### config.mk
export PLATFORM = sky130hd
export DESIGN_NAME = utf8_stream_decoder
export DESIGN_NICKNAME = d
export VERILOG_FILES = /design/src/sv/utf8sd_pkg.sv /design/src/sv/utf8_stream_decoder.sv
export SDC_FILE = /design/constraint.sdc
export NUM_CORES = 1
export LEC_CHECK = 0
export BUFFER_PORTS_ARGS = -buffer_cell sky130_fd_sc_hd__buf_2
export CAP_MARGIN = 20
export CELL_PAD_IN_SITES_DETAIL_PLACEMENT = 1
export CELL_PAD_IN_SITES_GLOBAL_PLACEMENT = 1
export CORE_MARGIN = 3
export CORE_UTILIZATION = 30
export CTS_BUF_LIST = sky130_fd_sc_hd__clkbuf_8
export DETAILED_ROUTE_END_ITERATION = 8
export HOLD_SLACK_MARGIN = 0.1
export PLACE_DENSITY_LB_ADDON = 0.1
export SLEW_MARGIN = 20
export SYNTH_ARGS = -nofsm -noshare
export SYNTH_HDL_FRONTEND = slang
export SYNTH_SLANG_ARGS = --single-unit
### constraint.sdc
create_clock -name clk -period 3.1 [get_ports clk]
set_input_delay 0.465 -clock clk [delete_from_list [all_inputs] [get_ports clk]]
set_output_delay 0.465 -clock clk [all_outputs]
set_load 0.1 [all_outputs]
### src/sv/utf8sd_pkg.sv
// Package for the UTF-8 stream decoder.
// Holds the error code type, field widths, the sequence length and control range constants and the result word.
// Has no dependencies.

package utf8sd_pkg;

    localparam int unsigned BYTE_W = 8;
    localparam int unsigned CP_W   = 21;
    localparam int unsigned LEN_W  = 3;
    localparam int unsigned REM_W  = 2;

    // Error codes reported with each result word
    typedef enum logic [1:0] {
        ERR_NONE     = 2'd0,
        ERR_BAD_LEAD = 2'd1,
        ERR_ZERO     = 2'd2,
        ERR_TRUNC    = 2'd3
    } err_code_t;

    // Sequence lengths
    localparam logic [LEN_W-1:0] LEN_NONE = 3'd0;
    localparam logic [LEN_W-1:0] LEN_ONE  = 3'd1;
    localparam logic [LEN_W-1:0] LEN_TWO  = 3'd2;
    localparam logic [LEN_W-1:0] LEN_THREE = 3'd3;
    localparam logic [LEN_W-1:0] LEN_FOUR = 3'd4;

    // Control code point ranges (C0 below 0x20, C1 from 0x80 up to 0x9F)
    localparam logic [CP_W-1:0] C0_END   = 21'h000020;
    localparam logic [CP_W-1:0] C1_START = 21'h000080;
    localparam logic [CP_W-1:0] C1_END   = 21'h0000A0;

    // One decoded result word
    typedef struct packed {
        logic [CP_W-1:0]  codepoint;
        logic [LEN_W-1:0] seq_length;
        err_code_t        error_code;
        logic             is_control;
    } result_t;

endpackage

### src/sv/utf8_stream_decoder.sv
// Top level of the UTF-8 stream decoder: input register, decode logic,
// sequence state and result register with valid/ready on both sides.
// Depends on utf8sd_pkg.

// Takes one byte per cycle while in_ready is high and returns at most one
// result word per byte: a code point with its sequence length, or an error
// (bad lead byte, zero byte, or a sequence cut short by the byte flagged
// last). A byte that only extends a sequence gives no result. The decoder
// sustains one byte per clock unless in_ready drops. An accepted byte sits in
// the input register while the decode logic works on it, and the result
// register loads when the held byte advances. The result register frees the
// input side, so bytes keep flowing while a result waits, and in_ready drops
// only when a result is held and not taken and a byte that would produce
// another one is waiting behind it.

module utf8_stream_decoder
(
    input  logic                             clk,
    input  logic                             rst_n,

    input  logic                             in_valid,
    output logic                             in_ready,
    input  logic [utf8sd_pkg::BYTE_W-1:0]    data_byte,
    input  logic                             last,

    output logic                             out_valid,
    input  logic                             out_ready,
    output logic [utf8sd_pkg::CP_W-1:0]      codepoint,
    output logic [utf8sd_pkg::LEN_W-1:0]     seq_length,
    output logic [1:0]                       error_code,
    output logic                             is_control
);

    // Input register
    logic                          in_vld_reg;
    logic [utf8sd_pkg::BYTE_W-1:0] byte_reg;
    logic                          last_reg;

    // Sequence state
    logic [utf8sd_pkg::REM_W-1:0]  rem_reg,  rem_next;
    logic [utf8sd_pkg::LEN_W-1:0]  total_reg, total_next;
    logic [utf8sd_pkg::CP_W-1:0]   partial_reg, partial_next;

    // Result register
    logic                          out_vld_reg;
    utf8sd_pkg::result_t           res_reg, res_next;

    logic                          has_result;
    logic                          advance;
    logic                          out_free;
    logic [utf8sd_pkg::CP_W-1:0]   shifted;
    logic [utf8sd_pkg::CP_W-1:0]   cp_ok;
    logic [utf8sd_pkg::LEN_W-1:0]  len_ok;
    utf8sd_pkg::err_code_t         err;

    // Decode the held byte against the sequence state
    always_comb
    begin
        rem_next     = rem_reg;
        total_next   = total_reg;
        partial_next = partial_reg;
        has_result   = 1'b0;
        err          = utf8sd_pkg::ERR_NONE;
        cp_ok        = '0;
        len_ok       = utf8sd_pkg::LEN_NONE;
        shifted      = {partial_reg[utf8sd_pkg::CP_W-7:0], byte_reg[5:0]};

        if (rem_reg == '0)
        begin
            case (byte_reg) inside
                8'h00:
                begin
                    has_result = 1'b1;
                    err        = utf8sd_pkg::ERR_ZERO;
                end
                [8'h01:8'h7F]:
                begin
                    has_result = 1'b1;
                    cp_ok      = {{(utf8sd_pkg::CP_W-utf8sd_pkg::BYTE_W){1'b0}}, byte_reg};
                    len_ok     = utf8sd_pkg::LEN_ONE;
                end
                [8'hC0:8'hDF]:
                begin
                    rem_next     = 2'd1;
                    total_next   = utf8sd_pkg::LEN_TWO;
                    partial_next = {{(utf8sd_pkg::CP_W-5){1'b0}}, byte_reg[4:0]};
                end
                [8'hE0:8'hEF]:
                begin
                    rem_next     = 2'd2;
                    total_next   = utf8sd_pkg::LEN_THREE;
                    partial_next = {{(utf8sd_pkg::CP_W-4){1'b0}}, byte_reg[3:0]};
                end
                [8'hF0:8'hF7]:
                begin
                    rem_next     = 2'd3;
                    total_next   = utf8sd_pkg::LEN_FOUR;
                    partial_next = {{(utf8sd_pkg::CP_W-3){1'b0}}, byte_reg[2:0]};
                end
                default:
                begin
                    // Stray continuation or lead of F8 and above
                    has_result = 1'b1;
                    err        = utf8sd_pkg::ERR_BAD_LEAD;
                end
            endcase

            // A lead byte flagged last cannot complete
            if (!has_result && last_reg)
            begin
                has_result = 1'b1;
                err        = utf8sd_pkg::ERR_TRUNC;
            end
        end
        else if (byte_reg == '0)
        begin
            has_result = 1'b1;
            err        = utf8sd_pkg::ERR_ZERO;
        end
        else
        begin
            rem_next     = rem_reg - 2'd1;
            partial_next = shifted;
            if (rem_reg == 2'd1)
            begin
                has_result = 1'b1;
                cp_ok      = shifted;
                len_ok     = total_reg;
            end
            else if (last_reg)
            begin
                has_result = 1'b1;
                err        = utf8sd_pkg::ERR_TRUNC;
            end
        end

        // Clear the state whenever a result closes the sequence
        if (has_result)
        begin
            rem_next     = '0;
            total_next   = '0;
            partial_next = '0;
        end
    end

    // Form the result word
    always_comb
    begin
        res_next.error_code = err;
        res_next.codepoint  = cp_ok;
        res_next.seq_length = len_ok;
        res_next.is_control = (err == utf8sd_pkg::ERR_NONE) &&
                              ((cp_ok < utf8sd_pkg::C0_END) ||
                               (cp_ok >= utf8sd_pkg::C1_START &&
                                cp_ok < utf8sd_pkg::C1_END));
    end

    // Advance the held byte when its result, if any, has room
    assign out_free = !out_vld_reg || out_ready;
    assign advance  = in_vld_reg && (!has_result || out_free);
    assign in_ready = !in_vld_reg || advance;

    // Input register
    always_ff @(posedge clk or negedge rst_n)
    begin
        if (!rst_n)
        begin
            in_vld_reg <= 1'b0;
        end
        else if (in_ready)
        begin
            in_vld_reg <= in_valid;
        end
    end

    always_ff @(posedge clk)
    begin
        if (in_ready && in_valid)
        begin
            byte_reg <= data_byte;
            last_reg <= last;
        end
    end

    // Sequence state
    always_ff @(posedge clk or negedge rst_n)
    begin
        if (!rst_n)
        begin
            rem_reg     <= '0;
            total_reg   <= '0;
            partial_reg <= '0;
        end
        else if (advance)
        begin
            rem_reg     <= rem_next;
            total_reg   <= total_next;
            partial_reg <= partial_next;
        end
    end

    // Result register: load on a new result, drop once taken
    always_ff @(posedge clk or negedge rst_n)
    begin
        if (!rst_n)
        begin
            out_vld_reg <= 1'b0;
        end
        else if (advance && has_result)
        begin
            out_vld_reg <= 1'b1;
        end
        else if (out_ready)
        begin
            out_vld_reg <= 1'b0;
        end
    end

    always_ff @(posedge clk)
    begin
        if (advance && has_result)
        begin
            res_reg <= res_next;
        end
    end

    assign out_valid  = out_vld_reg;
    assign codepoint  = res_reg.codepoint;
    assign seq_length = res_reg.seq_length;
    assign error_code = res_reg.error_code;
    assign is_control = res_reg.is_control;

endmodule
==> reports/metrics.cfg <==
[timing]
rsz0062_at_grt=no
worst_slack_ns=0.151
tightest_slew_ns=0.907
fmax_ghz=0.339
final-max-slew-violation-count=0
skew_ns=0.00812
timing_hold_violations_final=0
maxSlewHeadroom=0.395
post-route-min-period_ns=2.95
fin_tns_setup_ns=0
fin_crit_sh=0.951
finalSetupViolCount=0

[route]
detail_route.wl_per_cell_um=17.2
viasPerCell=4.81
drt_drc_violations_left=0
vias=1582
drt_iter0_markers=76
drt-total-wl_mm=5.66
ant_nets=0
first_pass_iters=4

[placement]
place_congestion=0.852
dp_hpwl_mm=3.93
port_buffers=41
place_ws_ns=0.508
place_inst=313

[synth]
synth_area_sq_um=2400
synth_edf_count=36
synth.distinct_cells=42
ys_ff_latch=58
muxShareOfSynthArea=0
synth-compound-area-share=0.139
synth.largest_area_cell=edfxtp_1
yosys.area_share.xor_xnor=0
yosysSeqAreaShare=0.681
synth_common_cells=36 x edfxtp_1, 22 x and2_1, 22 x dfrtp_1
syn-num-nets=190
syn_inst=177
synth.avg_cell_area_sq_um=13.5
synth.area.top_cells=edfxtp_1 45%, dfrtp_1 23%, and2_1 5.7%
synth-warning-count=0
synthAdderAreaFrac=0
dominantRegCellSynth=edfxtp_1
synth_simple_gate_area_frac=0.160
synth_most_common_cell=edfxtp_1
yosysTopAreaCellShare=0.451
synth_top_family_by_area=simple AND/OR/NAND/NOR gates
synth-async-reset-ratio=0.379

[critical_path]
critPathLaunchType=flop
path_cells=and3_4 > or4_1 > a21oi_1 > or2_2 > buf_2
required_ns=2.63
crit_path_top_delay_cell=or4_1
worst_setup_path_end_kind=primary output
crit_path_max_fanout=8
worstPathArrival_ns=2.48
critical_path_class=flop to primary output
cpPeakStageDelay_ns=0.60

[floorplan]
ios=42
coreArea_sq_um=7490
dieArea_sq_um=9100
die_h_um=95.4
die_w_um=95.4
initial_core_util=0.320
row_count=31

[global_route]
grt_max_degree=28
antenna_found_initial=0
track_usage=0.137
grt_first_pass_wirelength_mm=9.24
grt_pass1_vias=1738
overflow=0

[cts]
cts_tree=built
clk_pin_slew_worst_paths_ns=0.07
cts-resized-gates=0
ctsLongestPathBuffers=2
cts-root-buf=clkbuf_8
clock_sinks=58
cts_buffers=9
htreeDepth=3
clock_latency_ns=0.33
cts_hold_buf=0
post_cts_buffers=0

[finish]
largest_reg_flops=21
final_core_util=0.386
syn_to_final_growth_pct=20.5
fin_cells=329
final_layout_size_suffix_gt1_frac=0.283
nets=238
nFillCells=816
n_antenna_cell=0

[power_and_ir_drop]
p_leak_nw=1.20
p_per_area_nw_per_um2=977
ir_drop_v=0.000314

[flow_run]
max_cap_violations=0

[min_path]
hold_path_class=primary input to asynchronous set/reset pin

[status]
outcome=completed

[cells by family after synthesis]
logic type             count (synthesis)
buffers and inverters                 10
flip-flops                            58
AND/OR/NAND/NOR                       66
AO/OA/AOI/OAI                         43
[stage by stage]
step           hold WS (ns)  area [sq um]  power [W]
6_report              0.110          2890    0.00282
5_1_grt               0.155          2890    0.00296
4_1_cts               0.127          2890    0.00286
3_5_place_dp          0.479          2720    0.00224
3_3_place_gp          0.464          2720    0.00223
2_1_floorplan         0.169          2400    0.00201
[power breakdown]
part	internal, W	switching (W)	total, W	leakage (nW)
Clock	0.000322	0.000284	0.000606	0.0991
Combinational	0.000197	0.000924	0.00112	0.451
Sequential	0.000997	0.0000958	0.00109	0.651
[worst max-delay path: cells and delay by family (launching register included)]
family | cells | cell delay, ns
AND/OR/NAND/NOR | 3 | 0.99
flip-flops | 1 | 0.48
buffers and inverters | 1 | 0.41
AO/OA/AOI/OAI | 1 | 0.27
[final timing paths]
check	start	to	slack, ns	cells past startpoint
min in group clk	data_byte[1]	byte_reg[1]	0.30	1
setup / recovery	byte_reg[5]	in_ready	0.15	5
hold / removal	rst_n	partial_reg[5]	0.11	1
hold reg to reg	total_reg[2]	total_reg[2]	0.49	1
setup reg to reg	byte_reg[5]	byte_reg[3]	0.62	5
max in group asynchronous	rst_n	partial_reg[4]	2.62	1
[metal layers]
layer | wire (um) | vias to the layer above | global-route usage
met5 | 0 | - | 0
met4 | 85 | 0 | 0.0604
met3 | 270 | 10 | 0.0276
met2 | 2670 | 42 | 0.224
met1 | 2630 | 774 | 0.175
li1 | - | 756 | -
[area by class of cell]
class	instances	area [sq um]	area share
multi-input combinational	109	721	0.250
clock inverter	5	21.3	0.00737
clock buffer	11	151	0.0524
timing repair buffer	44	228	0.0789
tap	99	124	0.0429
sequential	58	1630	0.565
inverter	3	11.3	0.00390
[cell usage in the layout (no fill, tap or decap), types with 3 or more instances in the layout]
master     instances
a22o_1             7
and2_1            22
a21o_1             3
inv_1              5
nand2_1           15
o2bb2ai_1          9
dfrtp_1           22
a21oi_1            6
nor2_1             5
o21ai_0            4
edfxtp_1          36
clkbuf_8          11
buf_2             41
nand2b_1           3
buf_4              3
No activity file was read; power rests on OpenSTA's default activity.
